===== config.mk =====
export PLATFORM = sky130hd
export DESIGN_NAME = space_vector_pwm_timing_core_flat
export DESIGN_NICKNAME = d
export VERILOG_FILES = /design/src/hdl/svpwm_pkg.sv /design/src/hdl/svpwm_if.sv /design/src/hdl/svpwm_xform.sv /design/src/hdl/svpwm_timing.sv /design/src/hdl/space_vector_pwm_timing_core.sv /design/src/flat_wrapper.sv
export SDC_FILE = /design/constraint.sdc
export NUM_CORES = 1
export LEC_CHECK = 0
export CAP_MARGIN = 20
export CORE_MARGIN = 5
export CORE_UTILIZATION = 51
export CTS_CLUSTER_SIZE = 30
export DETAILED_ROUTE_END_ITERATION = 10
export DONT_BUFFER_PORTS = 1
export HOLD_SLACK_MARGIN = 0.1
export PLACE_DENSITY = 0.66
export SYNTH_ARGS = -nofsm -noshare
export SYNTH_HDL_FRONTEND = slang
export SYNTH_SLANG_ARGS = --single-unit

===== constraint.sdc =====
create_clock -name clk -period 13.9 [get_ports clk]
set_input_delay 0.695 -clock clk [delete_from_list [all_inputs] [get_ports clk]]
set_output_delay 0.695 -clock clk [all_outputs]
set_load 0.02 [all_outputs]

===== src/hdl/svpwm_pkg.sv =====
// Shared types, widths, codes and sector tables for the space-vector PWM timing core.
package svpwm_pkg;

	localparam int IN_W     = 17;
	localparam int VEC_W    = 19;
	localparam int TIME_W   = 19;
	localparam int REST_W   = 21;
	localparam int PERIOD_W = 16;
	localparam int SECTOR_W = 3;
	localparam int CFG_IDX_W = 2;
	localparam int CFG_DATA_W = 16;

	localparam int HALF_SQRT3_Q15 = 28378;

	localparam logic signed [TIME_W-1:0] TIME_FULL     = 19'sd32767;
	localparam logic [PERIOD_W-1:0]      PERIOD_RESET  = 16'd32767;

	localparam logic [CFG_IDX_W-1:0] REG_PWM_PERIOD   = 2'd0;
	localparam logic [CFG_IDX_W-1:0] REG_SEGMENT_MODE = 2'd1;

	localparam logic MODE_SEVEN = 1'b0;
	localparam logic MODE_FIVE  = 1'b1;

	localparam logic [SECTOR_W-1:0] SECTOR_ZERO   = 3'd0;
	localparam logic [SECTOR_W-1:0] SECTOR_UNUSED = 3'd7;

	localparam logic [1:0] PH_A = 2'd0;
	localparam logic [1:0] PH_B = 2'd1;
	localparam logic [1:0] PH_C = 2'd2;

	// Phase that switches first, second and third in each sector.
	localparam logic [1:0] FIRST_PH [8] = '{PH_A, PH_B, PH_A, PH_A, PH_C, PH_B, PH_C, PH_A};
	localparam logic [1:0] SECOND_PH [8] = '{PH_A, PH_A, PH_C, PH_B, PH_B, PH_C, PH_A, PH_A};
	localparam logic [1:0] THIRD_PH [8] = '{PH_A, PH_C, PH_B, PH_C, PH_A, PH_A, PH_B, PH_A};

	typedef struct packed {
		logic [SECTOR_W-1:0]    sector;
		logic signed [VEC_W-1:0] x;
		logic signed [VEC_W-1:0] y;
		logic signed [VEC_W-1:0] z;
	} svpwm_vec_t;

	typedef struct packed {
		logic [PERIOD_W-1:0] pwm_period;
		logic                segment_mode;
	} svpwm_cfg_t;

endpackage


===== src/hdl/svpwm_if.sv =====
// Channel interfaces for the space-vector PWM timing core.
interface svpwm_in_if;
	logic valid;
	logic ready;
	logic signed [svpwm_pkg::IN_W-1:0] u_alpha;
	logic signed [svpwm_pkg::IN_W-1:0] u_beta;
	modport source (output valid, output u_alpha, output u_beta, input ready);
	modport sink (input valid, input u_alpha, input u_beta, output ready);
endinterface

interface svpwm_out_if;
	logic valid;
	logic ready;
	logic signed [svpwm_pkg::TIME_W-1:0] time_a;
	logic signed [svpwm_pkg::TIME_W-1:0] time_b;
	logic signed [svpwm_pkg::TIME_W-1:0] time_c;
	logic [svpwm_pkg::SECTOR_W-1:0]      sector;
	logic [svpwm_pkg::PERIOD_W-1:0]      first_on_time;
	modport source (output valid, output time_a, output time_b, output time_c,
		output sector, output first_on_time, input ready);
	modport sink (input valid, input time_a, input time_b, input time_c,
		input sector, input first_on_time, output ready);
endinterface

interface svpwm_cfg_if;
	logic valid;
	logic ready;
	logic [svpwm_pkg::CFG_IDX_W-1:0]  index;
	logic [svpwm_pkg::CFG_DATA_W-1:0] data;
	modport source (output valid, output index, output data, input ready);
	modport sink (input valid, input index, input data, output ready);
endinterface


===== src/hdl/svpwm_xform.sv =====
// Input register, inverse Clarke transform, sector detection and X/Y/Z vector register.
module svpwm_xform (
	input  logic                             clk,
	input  logic                             arst_n,
	input  logic                             in_valid,
	output logic                             in_ready,
	input  logic signed [svpwm_pkg::IN_W-1:0] u_alpha,
	input  logic signed [svpwm_pkg::IN_W-1:0] u_beta,
	output logic                             vec_valid,
	input  logic                             vec_ready,
	output svpwm_pkg::svpwm_vec_t            vec
);

	logic                              valid_s1;
	logic signed [svpwm_pkg::IN_W-1:0] alpha_s1;
	logic signed [svpwm_pkg::IN_W-1:0] beta_s1;
	logic                              valid_s2;
	svpwm_pkg::svpwm_vec_t             vec_s2;

	logic                               adv_s1;
	logic                               adv_s2;
	logic signed [31:0]                 prod;
	logic signed [31:0]                 prod_adj;
	logic signed [17:0]                 beta_adj;
	logic signed [svpwm_pkg::VEC_W-1:0] k;
	logic signed [svpwm_pkg::VEC_W-1:0] h;
	logic signed [svpwm_pkg::VEC_W-1:0] beta_x;
	svpwm_pkg::svpwm_vec_t              vec_d;

	assign adv_s2   = !valid_s2 || vec_ready;
	assign adv_s1   = !valid_s1 || adv_s2;
	assign in_ready = adv_s1;

	always_comb begin
		// Both quotients truncate toward zero, so negative values are biased first.
		prod     = 32'(alpha_s1) * svpwm_pkg::HALF_SQRT3_Q15;
		prod_adj = prod + $signed({17'b0, {15{prod[31]}}});
		k        = svpwm_pkg::VEC_W'($signed(prod_adj[31:15]));
		beta_adj = 18'(beta_s1) + $signed({17'b0, beta_s1[svpwm_pkg::IN_W-1]});
		h        = svpwm_pkg::VEC_W'($signed(beta_adj[17:1]));
		beta_x   = svpwm_pkg::VEC_W'(beta_s1);
		vec_d.x  = beta_x;
		vec_d.y  = h + k;
		vec_d.z  = h - k;
		vec_d.sector = {(h + k) < 0, k > h, beta_x > 0};
	end

	always_ff @(posedge clk or negedge arst_n) begin
		if (!arst_n) begin
			valid_s1 <= 1'b0;
			valid_s2 <= 1'b0;
		end else begin
			if (adv_s1) begin
				valid_s1 <= in_valid;
			end
			if (adv_s2) begin
				valid_s2 <= valid_s1;
			end
		end
	end

	always_ff @(posedge clk) begin
		if (adv_s1 && in_valid) begin
			alpha_s1 <= u_alpha;
			beta_s1  <= u_beta;
		end
		if (adv_s2 && valid_s1) begin
			vec_s2 <= vec_d;
		end
	end

	assign vec_valid = valid_s2;
	assign vec       = vec_s2;

	// All three phase voltages can never be positive at once.
	a_no_sector_seven: assert property (@(posedge clk) disable iff (!arst_n)
		valid_s2 |-> vec_s2.sector != svpwm_pkg::SECTOR_UNUSED)
		else $error("sector seven reached the vector register");

	// A word stalled in the vector register keeps its contents.
	a_vec_hold: assert property (@(posedge clk) disable iff (!arst_n)
		valid_s2 && !vec_ready |=> valid_s2 && $stable(vec_s2))
		else $error("stalled vector word changed");

	// The sector flags follow the signs of X and Y.
	a_sector_signs: assert property (@(posedge clk) disable iff (!arst_n)
		valid_s2 |-> (vec_s2.sector[0] == (vec_s2.x > 0)) &&
			(vec_s2.sector[2] == (vec_s2.y < 0)))
		else $error("sector flags disagree with vector signs");

endmodule


===== src/hdl/svpwm_timing.sv =====
// Vector times, phase ordering and the result register with the held first on-time.
module svpwm_timing (
	input  logic                  clk,
	input  logic                  arst_n,
	input  svpwm_pkg::svpwm_cfg_t cfg,
	input  logic                  vec_valid,
	output logic                  vec_ready,
	input  svpwm_pkg::svpwm_vec_t vec,
	svpwm_out_if.source           result
);

	logic                                 valid_s3;
	logic signed [svpwm_pkg::TIME_W-1:0]  time_a_s3;
	logic signed [svpwm_pkg::TIME_W-1:0]  time_b_s3;
	logic signed [svpwm_pkg::TIME_W-1:0]  time_c_s3;
	logic [svpwm_pkg::SECTOR_W-1:0]       sector_s3;
	logic [svpwm_pkg::PERIOD_W-1:0]       first_on_s3;
	logic [svpwm_pkg::PERIOD_W-1:0]       held_q;

	logic                                 adv_s3;
	logic                                 active;
	logic signed [svpwm_pkg::VEC_W-1:0]   t1;
	logic signed [svpwm_pkg::VEC_W-1:0]   t2;
	logic signed [svpwm_pkg::REST_W-1:0]  period_x;
	logic signed [svpwm_pkg::REST_W-1:0]  rest;
	logic signed [svpwm_pkg::REST_W-1:0]  first;
	logic signed [svpwm_pkg::REST_W-1:0]  second;
	logic signed [svpwm_pkg::REST_W-1:0]  third;
	logic signed [svpwm_pkg::TIME_W-1:0]  t [3];
	logic [1:0]                           fi;
	logic [1:0]                           se;
	logic [svpwm_pkg::PERIOD_W-1:0]       first_on_d;

	assign adv_s3    = !valid_s3 || result.ready;
	assign vec_ready = adv_s3;

	always_comb begin
		t1 = '0;
		t2 = '0;
		case (vec.sector)
			3'd1: begin
				t1 = vec.z;
				t2 = vec.y;
			end
			3'd2: begin
				t1 = vec.y;
				t2 = -vec.x;
			end
			3'd3: begin
				t1 = -vec.z;
				t2 = vec.x;
			end
			3'd4: begin
				t1 = -vec.x;
				t2 = vec.z;
			end
			3'd5: begin
				t1 = vec.x;
				t2 = -vec.y;
			end
			3'd6: begin
				t1 = -vec.y;
				t2 = -vec.z;
			end
			default: begin
				t1 = '0;
				t2 = '0;
			end
		endcase

		active   = (vec.sector != svpwm_pkg::SECTOR_ZERO) &&
			(vec.sector != svpwm_pkg::SECTOR_UNUSED);
		period_x = $signed({5'b0, cfg.pwm_period});
		rest     = period_x - svpwm_pkg::REST_W'(t1) - svpwm_pkg::REST_W'(t2);
		if (rest <= 0) begin
			first = '0;
		end else if (cfg.segment_mode == svpwm_pkg::MODE_FIVE) begin
			first = rest;
		end else begin
			first = rest >>> 1;
		end
		second = first + svpwm_pkg::REST_W'(t1);
		if (cfg.segment_mode == svpwm_pkg::MODE_FIVE) begin
			third = svpwm_pkg::REST_W'(svpwm_pkg::TIME_FULL);
		end else begin
			third = second + svpwm_pkg::REST_W'(t2);
		end

		fi = svpwm_pkg::FIRST_PH[vec.sector];
		se = svpwm_pkg::SECOND_PH[vec.sector];
		for (int p = 0; p < 3; p++) begin
			if (!active) begin
				t[p] = svpwm_pkg::TIME_FULL;
			end else if (2'(p) == fi) begin
				t[p] = $signed(first[svpwm_pkg::TIME_W-1:0]);
			end else if (2'(p) == se) begin
				t[p] = $signed(second[svpwm_pkg::TIME_W-1:0]);
			end else begin
				t[p] = $signed(third[svpwm_pkg::TIME_W-1:0]);
			end
		end

		first_on_d = active ? first[svpwm_pkg::PERIOD_W-1:0] : held_q;
	end

	always_ff @(posedge clk or negedge arst_n) begin
		if (!arst_n) begin
			valid_s3 <= 1'b0;
			held_q   <= '0;
		end else begin
			if (adv_s3) begin
				valid_s3 <= vec_valid;
			end
			if (adv_s3 && vec_valid && active) begin
				held_q <= first[svpwm_pkg::PERIOD_W-1:0];
			end
		end
	end

	always_ff @(posedge clk) begin
		if (adv_s3 && vec_valid) begin
			time_a_s3   <= t[0];
			time_b_s3   <= t[1];
			time_c_s3   <= t[2];
			sector_s3   <= vec.sector;
			first_on_s3 <= first_on_d;
		end
	end

	assign result.valid         = valid_s3;
	assign result.time_a        = time_a_s3;
	assign result.time_b        = time_b_s3;
	assign result.time_c        = time_c_s3;
	assign result.sector        = sector_s3;
	assign result.first_on_time = first_on_s3;

	// The zero vector drives every phase to the full count.
	a_zero_full: assert property (@(posedge clk) disable iff (!arst_n)
		valid_s3 && sector_s3 == svpwm_pkg::SECTOR_ZERO |->
			time_a_s3 == svpwm_pkg::TIME_FULL && time_b_s3 == svpwm_pkg::TIME_FULL &&
			time_c_s3 == svpwm_pkg::TIME_FULL)
		else $error("zero vector without full compare times");

	// The presented first on-time always matches the held value.
	a_held_match: assert property (@(posedge clk) disable iff (!arst_n)
		valid_s3 |-> first_on_s3 == held_q)
		else $error("first on-time differs from held value");

	// In five-segment mode one phase of an active sector stays at the full count.
	a_five_full: assert property (@(posedge clk) disable iff (!arst_n)
		valid_s3 && cfg.segment_mode == svpwm_pkg::MODE_FIVE &&
		sector_s3 != svpwm_pkg::SECTOR_ZERO |->
			time_a_s3 == svpwm_pkg::TIME_FULL || time_b_s3 == svpwm_pkg::TIME_FULL ||
			time_c_s3 == svpwm_pkg::TIME_FULL)
		else $error("five-segment word without a clamped phase");

endmodule


===== src/hdl/space_vector_pwm_timing_core.sv =====
// Top level of the space-vector PWM timing core: configuration registers and datapath.
//
// One alpha/beta voltage word enters on the sample channel per PWM period; the
// result channel returns the three phase compare times, the sector code and the
// earliest phase on-time for that word. Words are accepted when sample.valid and
// sample.ready are both high, and results leave when result.valid and result.ready
// are both high. The datapath has three registers: the input register, the X/Y/Z
// vector register after the single constant multiply, and the result register.
// Each word passes through them in order, and while result.ready stays high one word
// per cycle is sustained. When the receiver stalls, each stage holds its word and
// sample.ready falls only once all three stages are full. The cfg channel writes
// pwm_period (index 0) and segment_mode (index 1) at any time it is valid; it is
// always ready and should be used only while no word is in flight. Reset empties
// the pipeline, sets pwm_period to 32767, selects seven-segment modulation and
// clears the held first on-time.
module space_vector_pwm_timing_core (
	input  logic        clk,
	input  logic        arst_n,
	svpwm_in_if.sink    sample,
	svpwm_out_if.source result,
	svpwm_cfg_if.sink   cfg
);

	svpwm_pkg::svpwm_cfg_t cfg_q;
	svpwm_pkg::svpwm_vec_t vec;
	logic                  vec_valid;
	logic                  vec_ready;

	assign cfg.ready = 1'b1;

	always_ff @(posedge clk or negedge arst_n) begin
		if (!arst_n) begin
			cfg_q.pwm_period   <= svpwm_pkg::PERIOD_RESET;
			cfg_q.segment_mode <= svpwm_pkg::MODE_SEVEN;
		end else if (cfg.valid) begin
			unique case (cfg.index)
				svpwm_pkg::REG_PWM_PERIOD: begin
					cfg_q.pwm_period <= cfg.data;
				end
				svpwm_pkg::REG_SEGMENT_MODE: begin
					cfg_q.segment_mode <= cfg.data[0];
				end
				default: begin
				end
			endcase
		end
	end

	svpwm_xform u_xform (
		.clk       (clk),
		.arst_n    (arst_n),
		.in_valid  (sample.valid),
		.in_ready  (sample.ready),
		.u_alpha   (sample.u_alpha),
		.u_beta    (sample.u_beta),
		.vec_valid (vec_valid),
		.vec_ready (vec_ready),
		.vec       (vec)
	);

	svpwm_timing u_timing (
		.clk       (clk),
		.arst_n    (arst_n),
		.cfg       (cfg_q),
		.vec_valid (vec_valid),
		.vec_ready (vec_ready),
		.vec       (vec),
		.result    (result)
	);

endmodule


===== src/flat_wrapper.sv =====
// flat-port wrapper written by rule: the top's interface ports become plain ports
module space_vector_pwm_timing_core_flat 
  (clk, arst_n, sample_valid, sample_u_alpha, sample_u_beta, sample_ready, result_valid, result_time_a, result_time_b, result_time_c, result_sector, result_first_on_time, result_ready, cfg_valid, cfg_index, cfg_data, cfg_ready);
  svpwm_in_if sample_i ();
  svpwm_out_if result_i ();
  svpwm_cfg_if cfg_i ();
  input  logic clk;
  input  logic arst_n;
  input wire logic [$bits(sample_i.valid)-1:0] sample_valid;
  input wire logic [$bits(sample_i.u_alpha)-1:0] sample_u_alpha;
  input wire logic [$bits(sample_i.u_beta)-1:0] sample_u_beta;
  output wire logic [$bits(sample_i.ready)-1:0] sample_ready;
  output wire logic [$bits(result_i.valid)-1:0] result_valid;
  output wire logic [$bits(result_i.time_a)-1:0] result_time_a;
  output wire logic [$bits(result_i.time_b)-1:0] result_time_b;
  output wire logic [$bits(result_i.time_c)-1:0] result_time_c;
  output wire logic [$bits(result_i.sector)-1:0] result_sector;
  output wire logic [$bits(result_i.first_on_time)-1:0] result_first_on_time;
  input wire logic [$bits(result_i.ready)-1:0] result_ready;
  input wire logic [$bits(cfg_i.valid)-1:0] cfg_valid;
  input wire logic [$bits(cfg_i.index)-1:0] cfg_index;
  input wire logic [$bits(cfg_i.data)-1:0] cfg_data;
  output wire logic [$bits(cfg_i.ready)-1:0] cfg_ready;
  assign sample_i.valid = sample_valid;
  assign sample_i.u_alpha = sample_u_alpha;
  assign sample_i.u_beta = sample_u_beta;
  assign sample_ready = sample_i.ready;
  assign result_valid = result_i.valid;
  assign result_time_a = result_i.time_a;
  assign result_time_b = result_i.time_b;
  assign result_time_c = result_i.time_c;
  assign result_sector = result_i.sector;
  assign result_first_on_time = result_i.first_on_time;
  assign result_i.ready = result_ready;
  assign cfg_i.valid = cfg_valid;
  assign cfg_i.index = cfg_index;
  assign cfg_i.data = cfg_data;
  assign cfg_ready = cfg_i.ready;
  space_vector_pwm_timing_core u_core (.clk(clk), .arst_n(arst_n), .sample(sample_i), .result(result_i), .cfg(cfg_i));
endmodule

# ---- Word level (Yosys, flattened, before mapping)
# Memory sizes are Yosys's and may differ from the RTL's.
# Cells that the tools add are included.
dict set report op_classes {
  addsub 12
  n_mul 1
  n_div 0
  magnitude_cmp 5
  eq_ne 12
  shift 0
  n_mux 16
  n_bitwise 1
  n_reduce_logical 17
}
# operator n
set ops {}
lappend ops {{19-bit case mux with 6 select lines} 2}
lappend ops {{19-bit 2-to-1 mux} 9}
lappend ops {{19-bit adder} 2}
lappend ops {{19-bit negator} 2}
lappend ops {{17-bit by 17-bit adder with 18-bit output} 2}
lappend ops {{32-bit by 16-bit adder with 32-bit output} 1}
lappend ops {{17-bit by 15-bit multiplier with 31-bit output (second input constant)} 1}
lappend ops {{21-bit by 1-bit less-or-equal comparator with 1-bit output (second input constant)} 1}
lappend ops {{20-bit by 19-bit subtractor with 21-bit output} 1}
lappend ops {{17-bit by 19-bit subtractor with 20-bit output} 1}
lappend ops {{17-bit negator with 19-bit output} 1}
lappend ops {{17-bit by 2-bit adder with 18-bit output} 1}
lappend ops {{18-bit by 1-bit < comparator with 1-bit output (second input constant)} 1}
lappend ops {{17-bit by 17-bit subtractor with 18-bit output} 1}
lappend ops {{17-bit by 1-bit greater-than comparator with 1-bit output (second input constant)} 1}
lappend ops {{17-bit greater-than comparator} 1}
lappend ops {{16-bit 2-to-1 mux} 1}
lappend ops {{3-bit equality test (second input constant)} 3}
lappend ops {{2-bit 2-to-1 mux} 4}
lappend ops {{3-bit by 2-bit equality test with 1-bit output (second input constant)} 2}
lappend ops {{2-bit logical NOT} 3}
lappend ops {{1-bit logical AND} 5}
lappend ops {{1-bit by 2-bit equality test with 1-bit output (first input constant)} 2}
lappend ops {{2-bit equality test (first input constant)} 2}
lappend ops {{9 further kinds} 14}
dict set report word_totals {
  reg_bits 204
  latchBits 0
  mem_bits_rw 0
  rom_bits 32
  in_bits 57
  output_inout_bits 79
  word_cells 83
  memories 2
}
# name depth word_bits rd rd_ports_with_merged_regs wr line
set mem_list {}
lappend mem_list {{(name not given)} 8 2 1 0 0 svpwm_timing.sv:90} ;# se = svpwm_pkg::SECOND_PH[vec.sector];
lappend mem_list {{(name not given)} 8 2 1 0 0 svpwm_timing.sv:89} ;# fi = svpwm_pkg::FIRST_PH[vec.sector];

# ---- Depth between registers and ports, before layout
# Gate-level depths: netlist of run 1.
dict set report logic_depth {
  depth_word 11
  mapped_depth 47
  mapped_depth_nobuf 45
}

# ---- Modules after synthesis
# A second synthesis of run 1 with hierarchy kept.
dict set report hier_totals {
  hier_cells 2422
  hier_area_um2 22745.6
}
# module n_inst cells_per_inst area_each_um2 seq_area_each_um2
set by_module_without_submodules {}
lappend by_module_without_submodules {svpwm_xform 1 1055 11050.6 2692.6}
lappend by_module_without_submodules {svpwm_timing 1 1328 11006.8 2707.6}
lappend by_module_without_submodules {space_vector_pwm_timing_core 1 39 688.2 444.2}

# ---- Worst setup path before layout of run 1
# Ideal clock, no wire load.
dict set report synth_timing {
  path_type {register to register}
  startpoint {register u_core.u_xform.alpha_s1[5] (netlist name)}
  endpoint {register u_core.u_xform.vec_s2, in the netlist u_core.u_xform.vec[35], data pin}
  t_arrival_ns 10.023
  t_required_ns 13.635
  path_slack_ns 3.611
  path_stages_with_launch 43
  path_buffers 0
  period_less_slack_ns 10.289
  cell_sequence {edfxtp_1 > ha_1 > inv_1 > fa_1 > inv_1 > fa_1 > fa_1 > inv_1 > fa_1 > inv_1 > fa_1 > ha_1 > a21o_1 > a21o_1 > a21o_1 > o2bb2ai_1 > o2111a_1 > o21ai_1 > [7 not listed] > a211oi_1 > o311ai_0 > and3_1 > nand3_1 > xnor2_1 > ha_1 > fa_1 > a21o_1 > a21oi_1 > o21bai_1 > a21oi_1 > o21bai_1 > a21oi_1 > o21bai_1 > a21oi_1 > o21ai_0 > and3_1 > or3_1}
}
# element line
set synth_rtl {}
lappend synth_rtl {{from (decl)} svpwm_xform.sv:15} ;# logic signed [svpwm_pkg::IN_W-1:0] alpha_s1;
lappend synth_rtl {{from (signal assigned)} svpwm_xform.sv:64} ;# alpha_s1 <= u_alpha;
lappend synth_rtl {{to (signal assigned)} svpwm_xform.sv:68} ;# vec_s2 <= vec_d;
lappend synth_rtl {{to (decl)} svpwm_xform.sv:18} ;# svpwm_pkg::svpwm_vec_t vec_s2;

# ---- Worst setup path after layout of run 1
dict set report layout_timing {
  startpoint {register u_core.u_xform.vec_s2, in the netlist u_core.u_xform.vec[58]}
  endpoint {register u_core.u_timing.time_c_s3, in the netlist u_core.u_timing.result.time_c[18], data pin}
}
dict set report layout_via {
  elab_chain_len 11
}
# element line
set layout_lines {}
lappend layout_lines {{3-bit equality test, or another cell as far along} svpwm_timing.sv:40} ;# case (vec.sector)
lappend layout_lines {{19-bit case mux with 6 select lines} svpwm_timing.sv:40}
lappend layout_lines {{17-bit by 19-bit subtractor with 20-bit output} svpwm_timing.sv:74} ;# rest = period_x - svpwm_pkg::REST_W'(t1) - svpwm_pkg::REST_W'(t2);
lappend layout_lines {{20-bit by 19-bit subtractor with 21-bit output} svpwm_timing.sv:74}
lappend layout_lines {{21-bit by 1-bit less-or-equal comparator with 1-bit output / 19-bit 2-to-1 mux (equally long branches)} {svpwm_timing.sv:75, svpwm_timing.sv:77}}
lappend layout_lines {{19-bit 2-to-1 mux} svpwm_timing.sv:75} ;# if (rest <= 0) begin
lappend layout_lines {{19-bit adder} svpwm_timing.sv:82} ;# second = first + svpwm_pkg::REST_W'(t1);
lappend layout_lines {{19-bit adder} svpwm_timing.sv:86} ;# third = second + svpwm_pkg::REST_W'(t2);
lappend layout_lines {{19-bit 2-to-1 mux} svpwm_timing.sv:83} ;# if (cfg.segment_mode == svpwm_pkg::MODE_FIVE) begin
lappend layout_lines {{19-bit 2-to-1 mux} svpwm_timing.sv:96} ;# end else if (2'(p) == se) begin
lappend layout_lines {{19-bit 2-to-1 mux} svpwm_timing.sv:94} ;# end else if (2'(p) == fi) begin
lappend layout_lines {{to (signal assigned)} svpwm_timing.sv:124} ;# time_c_s3 <= t[2];
lappend layout_lines {{to (decl)} svpwm_timing.sv:15} ;# logic signed [svpwm_pkg::TIME_W-1:0] time_c_s3;
# Parallel ways exist; a longest one is shown, timed or not. The select of a mux whose other input is x is not followed.
# A chain may end at the register's enable or synchronous reset.

==> impl_metrics.ini, run 1 <==
[die]
start_util_pct = 51.5
ios = 136
die_y_microns = 221
rows = 77
coreArea_sq_um = 44200
die_area_sq_um = 49000
fp.dieW_microns = 221

[yosys]
synth_edf_count = 164
ys_types = 111
synth_compound_area_share_pct = 19.0
synth.avg_cell_area_sq_um = 9.25
ys_warn_count = 0
syn_nets = 2887
synth_adder_area_share_pct = 25.0
synth_top_family_by_area = adder cells
synthCells = 2465
synthXorXnorAreaFrac_pct = 7.13
synth.yosys.seq_area_share_pct = 25.6
async_flop_share_pct = 18.0
syn_area_sq_um = 22800
synth_mux_area_share_pct = 2.79
yosys.area_share.simple_pct = 13.1
ys_ff_latch = 200
synth_flop_cell = edfxtp_1

[sta]
fmax_mhz = 85.6
hold_viol_final = 0
worst_pin_slew_ns = 1.16
fin_skew_ns = 0.0205
slew_viol_final = 0
setup_violations = 0
fin_setup_tns_ns = 0
fin_crit_sh_pct = 84.0
slew_headroom_pct = 22.5
rsz0062_at_grt = no
period_needed_ns = 11.68

[global_route]
grt_max_degree = 109
grt_pass1_wl_mm = 101
grt_pass1_vias = 18000
grt.busiest_layer = met2
met3_usage_pct = 4.13
use_met2_pct = 42.9
grt_use_total_pct = 25.8
antenna_found_initial = 2
grt_util_met1_pct = 34.0
grt_overflow = 0

[worst_setup_path]
critPathMaxFanout = 108
crit_required_ns = 14.25
crit_type = reg2reg
start_kind = flop
crit_path_end_kind = flop
critical-path-slowest-cell = a2111oi_0
cpPeakStageDelay_ns = 0.62
cp.arrival_ns = 12.03

[finish]
nets = 2828
finalNonFillerCells = 3011
final_cell_mix = inv_1, ha_1, nand2_1, edfxtp_1, fa_1
antenna_cells = 0
syn2layout_area_growth_pct = 4.98
drive_gt1_share_pct = 6.78
final_common_cell = inv_1

[clocking]
root_buffer = clkbuf_16
clkLatencyLatePin_ns = 0.50
cts_tree = built
clkTransAtPathRegs_ns = 0.09
cts_max_level = 4
cts_made_buffers = 17
cts_sinks = 200
clk_path_buf_depth = 2
cts_resized = 0

[flow_run]
drv_cap = 0

[routing]
ant_nets = 0
viasPerCell = 6.10
via_count = 18400
drt-total-wl_mm = 64.4
drc = 0
dr.pass1.iters = 7
drt-initial-drc-count = 1948
wl_per_cell_microns = 21.4

[placement]
numPortBuffers = 0
place_congestion = 0.986
place_inst = 2977
dp_hpwl_mm = 51.9

[min_path]
hp-class = in2reg

[outcome]
status = finished clean
## layout make-up
class	count	area, sq um
inverters	329	1230
clock buffers	17	425
repair buffers	26	223
fillers	3914	20300
clock inverters	15	191
flip-flops and latches	200	5840
multi-input cells	1832	15300
well taps	592	741
## critical path, delay by kind of cell, from the launching register on
family / cells / cell delay (ns)
AOI/OAI and AO/OA: 20 / 5.20
and+or+nand+nor: 10 / 2.76
adders and majority gates: 5 / 1.96
buffers and inverters: 4 / 1.01
DFF: 1 / 0.44
xor gates and xnor gates: 1 / 0.09
## worst paths after layout
kind,from,end,slack (ns),depth (start not counted)
min reg2reg,u_core.u_xform.valid_s1$_DFFE_PN0N_,u_core.u_xform.vec_valid$_DFFE_PN0P_,0.48,1
max in group asynchronous,arst_n,u_core.cfg_q[6]$_DFFE_PN1P_,13.00,2
max,u_core.u_xform.vec[58]$_DFFE_PP_,u_core.u_timing.result.time_c[18]$_SDFFCE_PN0P_,2.22,40
min,sample_u_alpha[7],u_core.u_xform.alpha_s1[7]$_DFFE_PP_,0.29,0
max reg2reg,u_core.u_xform.vec[58]$_DFFE_PP_,u_core.u_timing.result.time_c[18]$_SDFFCE_PN0P_,2.22,40
min in group asynchronous,arst_n,u_core.u_timing.held_q[6]$_DFFE_PN0P_,0.65,2
## flip-flops by register name, summed over array words and instances, names as in the netlist
name and flops:
u_core.u_timing.result.time_b 19, u_core.u_timing.result.sector 3, u_core.u_timing.result.first_on_time 16, u_core.u_xform.valid_s1 1
u_core.u_timing.result.time_c 19, u_core.cfg_q 17, u_core.u_xform.vec_valid 1, u_core.u_timing.result.time_a 19
u_core.u_timing.held_q 16, u_core.u_xform.vec 54, u_core.u_xform.beta_s1 17, u_core.u_timing.result.valid 1
u_core.u_xform.alpha_s1 17
## cells in the mapped netlist, types with 9 or more instances
cell type  count  area [sq um]
a211oi_1      17           128
and3_1        18           113
o221ai_1      41           359
a21o_1        45           338
nand3_1       48           240
clkbuf_1      82           308
nor3_1        54           270
a22oi_1       21           158
o21ai_1       18          90.1
fa_1         148          2960
o21bai_1      22           165
nor2b_1       22           138
xnor2_1      107           937
o31ai_1        9          67.6
o211ai_1      10          75.1
a31oi_1       10          62.6
or3_1         23           144
a221oi_1      20           175
ha_1         217          2720
a211o_1        9          78.8
dfrtp_1       21           526
o22ai_1       63           394
nand4_1        9          56.3
nand2_1      173           649
nor2_1       138           518
o21ai_0       98           490
mux2i_1       22           220
dfstp_2       15           394
inv_1        326          1220
and2_1        22           138
o21a_1        24           180
nor4_1        18           113
mux2_2        36           405
xor2_1        68           596
edfxtp_1     164          4920
nand2b_1      21           131
a21oi_1      127           636
## per-layer routing
metal / wire length, microns / vias up / part of all wire, %
met5: 31 / - / 0.048
met4: 2670 / 4 / 4.2
met3: 4360 / 150 / 6.8
met2: 30600 / 789 / 47
met1: 26800 / 8805 / 42
li1: - / 8617 / -
## repair_timing
item | in CTS | in global routing
hold buffers | 2 | 0
setup buffers | 0 | 0
hold endpoints to repair | 36 | 0
setup endpoints to repair | 0 | 0
## logic make-up (layout without fill, tap and decap cells)
kind of cell / Yosys count / after routing
AO/OA/AOI/OAI: 625 / 625
AND/OR/NAND/NOR: 601 / 601
buffers and inverters: 433 / 387
adder cells (fa/ha/maj): 366 / 366
flip-flops: 200 / 200
XOR/XNOR: 180 / 180
multiplexers: 59 / 59
other: 1 / 1
## through the flow
stage / hold WS, ns / instance area, sq um / utilization [%] / worst slack (ns)
after CTS: 0.242 / 23900 / 54.1 / 2.41
after global placement: 0.400 / 23300 / 52.6 / 2.63
after detailed placement: 0.400 / 23300 / 52.7 / 2.44
after floorplan: 0.399 / 22800 / - / 3.61
final: 0.291 / 23900 / 54.1 / 2.22
after global routing: 0.262 / 23900 / 54.1 / 1.36
Power of run 1 is left out: the tool's default activity adds up to more than one toggle a clock period on the data nets, which glitch-free logic cannot reach.
==> inputs of run 2 (changes only) <==
==> constraint.sdc (replaced) <==
create_clock -name clk -period 12 [get_ports clk]
set_input_delay 0.6 -clock clk [delete_from_list [all_inputs] [get_ports clk]]
set_output_delay 0.6 -clock clk [all_outputs]
set_load 0.02 [all_outputs]
==> run 2 against run 1 <==
Routed wire length is 3.8% higher; largest cell class unchanged; design area rose by 0.68%; via count grew 2.2%; critical endpoint unchanged; critical path type unchanged; non-clock buffer count grew 18; global-route usage increased by 1.1 points; worst hold slack worse by 0.10 ns; highest routed layer unchanged.
==> impl_metrics.ini, run 2 (synthesized netlist as in run 1, its figures left out) <==
[clocking]
cts_made_buffers = 17
cts_sinks = 200
clkLatencyLatePin_ns = 0.52
clkTransAtPathRegs_ns = 0.09
cts_max_level = 4
cts_tree = built
root_buffer = clkbuf_16
clk_path_buf_depth = 2

[global_route]
grt_pass1_wl_mm = 105
grt.busiest_layer = met2
antenna_found_initial = 4
grt_overflow = 0
use_met2_pct = 44.6
grt_use_total_pct = 26.9
grt_util_met1_pct = 35.2
grt_pass1_vias = 18400
grt_max_degree = 70
met3_usage_pct = 4.86

[worst_setup_path]
cp_common_cell = a21oi_1
cp.arrival_ns = 11.58
crit_family = compound AO/OA/AOI/OAI gates
critPathMaxFanout = 55
start_kind = flop
critical-path-slowest-cell = nor4_1
crit_buf_inv = 2
cpPeakStageDelay_ns = 0.64
crit_required_ns = 12.39
r2r_cells = 37
crit_type = reg2reg
crit_path_end_kind = flop
rrSetupSlack_ns = 0.81
r2r-end = u_core.u_timing.result.time_c[18]$_SDFFCE_PN0P_
reg2reg_from = u_core.u_xform.vec[36]$_DFFE_PP_

[placement]
place_congestion = 1.02
dp_slack_ns = 0.542
numPortBuffers = 0
dp_hpwl_mm = 53.5

[finish]
final_common_cell = inv_1
syn2layout_area_growth_pct = 5.69
nets = 2846
drive_gt1_share_pct = 7.55
antenna_cells = 0
final_cell_mix = inv_1, ha_1, nand2_1, edfxtp_1, fa_1
largest_register_ffs = 54
final_util_pct = 54.5

[die]
die_y_microns = 221
coreArea_sq_um = 44200
start_util_pct = 51.5
ios = 136
die_area_sq_um = 49000
fp.dieW_microns = 221
rows = 77

[sta]
fmax_mhz = 89.4
fin_skew_ns = 0.0309
hold_viol_final = 0
fin_ws_ns = 0.811
slew_viol_final = 0
period_needed_ns = 11.19
setup_violations = 0
rsz0062_at_grt = no
fin_setup_tns_ns = 0
worst_pin_slew_ns = 1.15
fin_crit_sh_pct = 93.2
slew_headroom_pct = 23.5

[routing]
dr.pass1.iters = 6
drc = 0
ant_nets = 0
drt-initial-drc-count = 2040
viasPerCell = 6.19
drt-total-wl_mm = 66.8
wl_per_cell_microns = 22.1
via_count = 18800

[min_path]
hp-start = sample_u_alpha[8]
hp-class = in2reg
hold_depth = 0
min_to = u_core.u_xform.alpha_s1[8]$_DFFE_PP_

[outcome]
status = finished clean

[flow_run]
drv_cap = 0
## run 2: cell types whose count changed in the layout (fill, tap and decap cells not counted), sizes merged
| cell | before | now |
|---|---|---|
| buf | 25 | 43 |
| bufinv | 0 | 1 |
| clkinv | 9 | 8 |
| clkinvlp | 2 | 0 |
| inv | 333 | 335 |
## run 2: how the worst max path moves through the flow
stage / startpoint / end / slack, ns / cells past startpoint
finish: u_core.u_xform.vec[36]$_DFFE_PP_ / u_core.u_timing.result.time_c[18]$_SDFFCE_PN0P_ / 0.81 / 37
global route: u_core.u_xform.alpha_s1[3]$_DFFE_PP_ / u_core.u_xform.vec[34]$_DFFE_PP_ / 0.02 / 43
CTS: u_core.u_xform.alpha_s1[16]$_DFFE_PP_ / u_core.u_xform.vec[58]$_DFFE_PP_ / 0.47 / 44
detailed placement: u_core.u_xform.alpha_s1[16]$_DFFE_PP_ / u_core.u_xform.vec[58]$_DFFE_PP_ / 0.54 / 44
global placement: u_core.u_xform.alpha_s1[16]$_DFFE_PP_ / u_core.u_xform.vec[58]$_DFFE_PP_ / 0.17 / 42
floorplan: u_core.u_xform.alpha_s1[5]$_DFFE_PP_ / u_core.u_xform.vec[35]$_DFFE_PP_ / 1.71 / 42
## run 2: worst reg2reg max path: cells and delay by family, from the launching register on
kind                       cells  cell delay [ns]
adders and majority gates      4             1.53
xor gates and xnor gates       1             0.09
AOI/OAI and AO/OA             19             4.76
and+or+nand+nor               11             3.48
buffers and inverters          2             0.61
DFF                            1             0.63
## run 2: area by class of cell
class                      count  area (sq um)
sequential                   200          5840
multi-input combinational   1832         15300
inverter                     329          1230
tap                          592           741
fill                        3897         20100
timing repair buffer          44           349
clock buffer                  17           425
clock inverter                15           213
## run 2: timing repair
| action | 4_1_cts | 5_1_grt |
|---|---|---|
| hold endpoints to repair | 36 | 0 |
| gates resized for setup | 0 | 4 |
| setup endpoints to repair | 0 | 4 |
| hold buffers | 2 | 0 |
| setup buffers | 0 | 6 |
## run 2: routing by layer
layer  up-vias  wire (microns)  part of all wire, %
li1       8640               -                    -
met3       155            4620                  6.9
met4         8            2530                  3.8
met1      9139           27400                   41
met2       822           32200                   48
met5         -              66                0.099
## run 2: stage by stage
stage               instances  hold slack [ns]  area, sq um
finish                   3029            0.186        24100
global route             3029            0.156        24100
CTS                      3022            0.139        24000
detailed placement       2988            0.306        23400
global placement         2987            0.305        23300
floorplan                2465            0.304        22800
Power of run 2 is left out for the same reason.
==> inputs of run 3 (changes only) <==
==> constraint.sdc (replaced) <==
create_clock -name clk -period 12 [get_ports clk]
set_input_delay 1.8 -clock clk [delete_from_list [all_inputs] [get_ports clk]]
set_output_delay 1.8 -clock clk [all_outputs]
set_load 0.02 [all_outputs]
==> run 3 against run 2 <==
Routed wire length rose by 0.33%; clock-buffer cell count unchanged; die area did not move; cell count about the same; via count down 0.25%; design area down 0.12%; clock skew shrank 0.0096 ns; critical path depth is 4 higher; sequential cell count unchanged; core utilization is 0.068 points lower; sequential share of layout area is essentially flat.
==> impl_metrics.ini, run 3 (synthesized netlist as in run 1, its figures left out) <==
[finish]
multi_input_area_sq_um = 15300
drive_gt1_share_pct = 7.52
final_util_pct = 54.4
antenna_cells = 0
largest_register_ffs = 54
regArea_sq_um = 5840
syn2layout_area_growth_pct = 5.56
fill_cells = 3900
final_cell_mix = inv_1, ha_1, nand2_1, edfxtp_1, fa_1
nets = 2844
final_common_cell = inv_1
stdcell_area_sq_um = 24100

[global_route]
grt_use_total_pct = 26.9
grt_pass1_vias = 18400
grt_max_degree = 70
grt_pass1_wl_mm = 105
antenna_found_initial = 4
grt_overflow = 0

[die]
die_y_microns = 221
rows = 77
die_area_sq_um = 49000
ios = 136
coreArea_sq_um = 44200
start_util_pct = 51.5
fp.dieW_microns = 221

[sta]
fin_setup_tns_ns = 0
slew_headroom_pct = 22.1
rsz0062_at_grt = no
worst_pin_slew_ns = 1.17
period_needed_ns = 11.25
fin_skew_ns = 0.0213
slew_viol_final = 0
hold_viol_final = 0
fin_crit_sh_pct = 93.7
fmax_mhz = 88.9
setup_violations = 0

[clocking]
cts_sinks = 200
clk_path_buf_depth = 2
cts_hold_buf = 0
cts_made_buffers = 17
clkTransAtPathRegs_ns = 0.09
cts_max_level = 4
cts_tree = built
root_buffer = clkbuf_16
clkLatencyLatePin_ns = 0.51

[worst_setup_path]
start_kind = flop
r2r-end = u_core.u_timing.result.time_c[18]$_SDFFCE_PN0P_
crit_required_ns = 12.38
cpPeakStageDelay_ns = 0.65
crit_path_end_kind = flop
critPathMaxFanout = 8
reg2reg_from = u_core.u_xform.vec[19]$_DFFE_PP_
rrSetupSlack_ns = 0.75
cp_common_cell = ha_1
critical-path-slowest-cell = nor4_1
cp.arrival_ns = 11.63
r2r_cells = 41
crit_type = reg2reg

[min_path]
hp-class = reg2reg
hold_depth = 2
hp-start = u_core.u_timing.held_q[14]$_DFFE_PN0P_
min_to = u_core.u_timing.held_q[14]$_DFFE_PN0P_

[routing]
dr.pass1.iters = 6
viasPerCell = 6.18
via_count = 18700
ant_nets = 0
drt-initial-drc-count = 2074
wl_per_cell_microns = 22.1
drc = 0
drt-total-wl_mm = 67.0

[outcome]
status = finished clean

[placement]
place_congestion = 1.02
numPortBuffers = 0
dp_hpwl_mm = 53.5
dpl_cell_area_sq_um = 23400

[flow_run]
drv_cap = 0
## run 3: changes by cell type in the layout (fill, tap and decap cells not counted), sizes merged
| cell | change |
|---|---|
| dlygate4sd3 | -1 |
| buf | -1 |
## run 3: worst max path at each step
stage	startpoint	endpoint	slack, ns	cells past startpoint
2_1_floorplan	u_core.u_xform.alpha_s1[5]$_DFFE_PP_	u_core.u_xform.vec[35]$_DFFE_PP_	1.71	42
3_3_place_gp	u_core.u_xform.alpha_s1[16]$_DFFE_PP_	u_core.u_xform.vec[58]$_DFFE_PP_	0.17	42
3_5_place_dp	u_core.u_xform.alpha_s1[16]$_DFFE_PP_	u_core.u_xform.vec[58]$_DFFE_PP_	0.54	44
4_1_cts	u_core.u_xform.alpha_s1[16]$_DFFE_PP_	u_core.u_xform.vec[58]$_DFFE_PP_	0.47	44
5_1_grt	u_core.u_xform.alpha_s1[3]$_DFFE_PP_	u_core.u_xform.vec[34]$_DFFE_PP_	0.02	43
6_report	u_core.u_xform.vec[19]$_DFFE_PP_	u_core.u_timing.result.time_c[18]$_SDFFCE_PN0P_	0.75	41
## run 3: worst max-delay path, delay by kind of cell, from the launching register on
family | cells | cell delay [ns]
XOR/XNOR | 2 | 0.27
buffers and inverters | 3 | 0.43
AND/OR/NAND/NOR | 13 | 3.34
flip-flops | 1 | 0.52
AO/OA/AOI/OAI | 18 | 4.79
adder cells (fa/ha/maj) | 5 | 1.77
## run 3: cell type report
cell class                 count  area share, %
timing repair buffer          42           1.33
inverter                     329           5.13
clock inverter                15          0.884
tap                          592           3.08
sequential                   200           24.3
multi-input combinational   1832           63.5
clock buffer                  17           1.77
## run 3: what timing repair did
item                                    in CTS  in global routing
hold endpoints to repair                     0                  0
gates resized for setup                      0                  4
setup buffers                                0                  6
endpoints found under the setup margin       0                  4
## run 3: routing by layer
layer | routed length, microns | vias up | global-route usage, %
met5 | 59 | - | 0
met2 | 32200 | 830 | 44.6
li1 | - | 8640 | -
met4 | 2420 | 8 | 10.6
met1 | 27600 | 9094 | 35.2
met3 | 4750 | 145 | 4.86
## run 3: through the flow
step | std cells | worst slack [ns] | hold WS, ns
floorplan | 2465 | 1.71 | 0.449
global placement | 2987 | 0.173 | 0.460
detailed placement | 2988 | 0.542 | 0.471
CTS | 3020 | 0.472 | 0.491
global route | 3027 | 0.0213 | 0.512
finish | 3027 | 0.751 | 0.490
Power of run 3 is left out for the same reason.
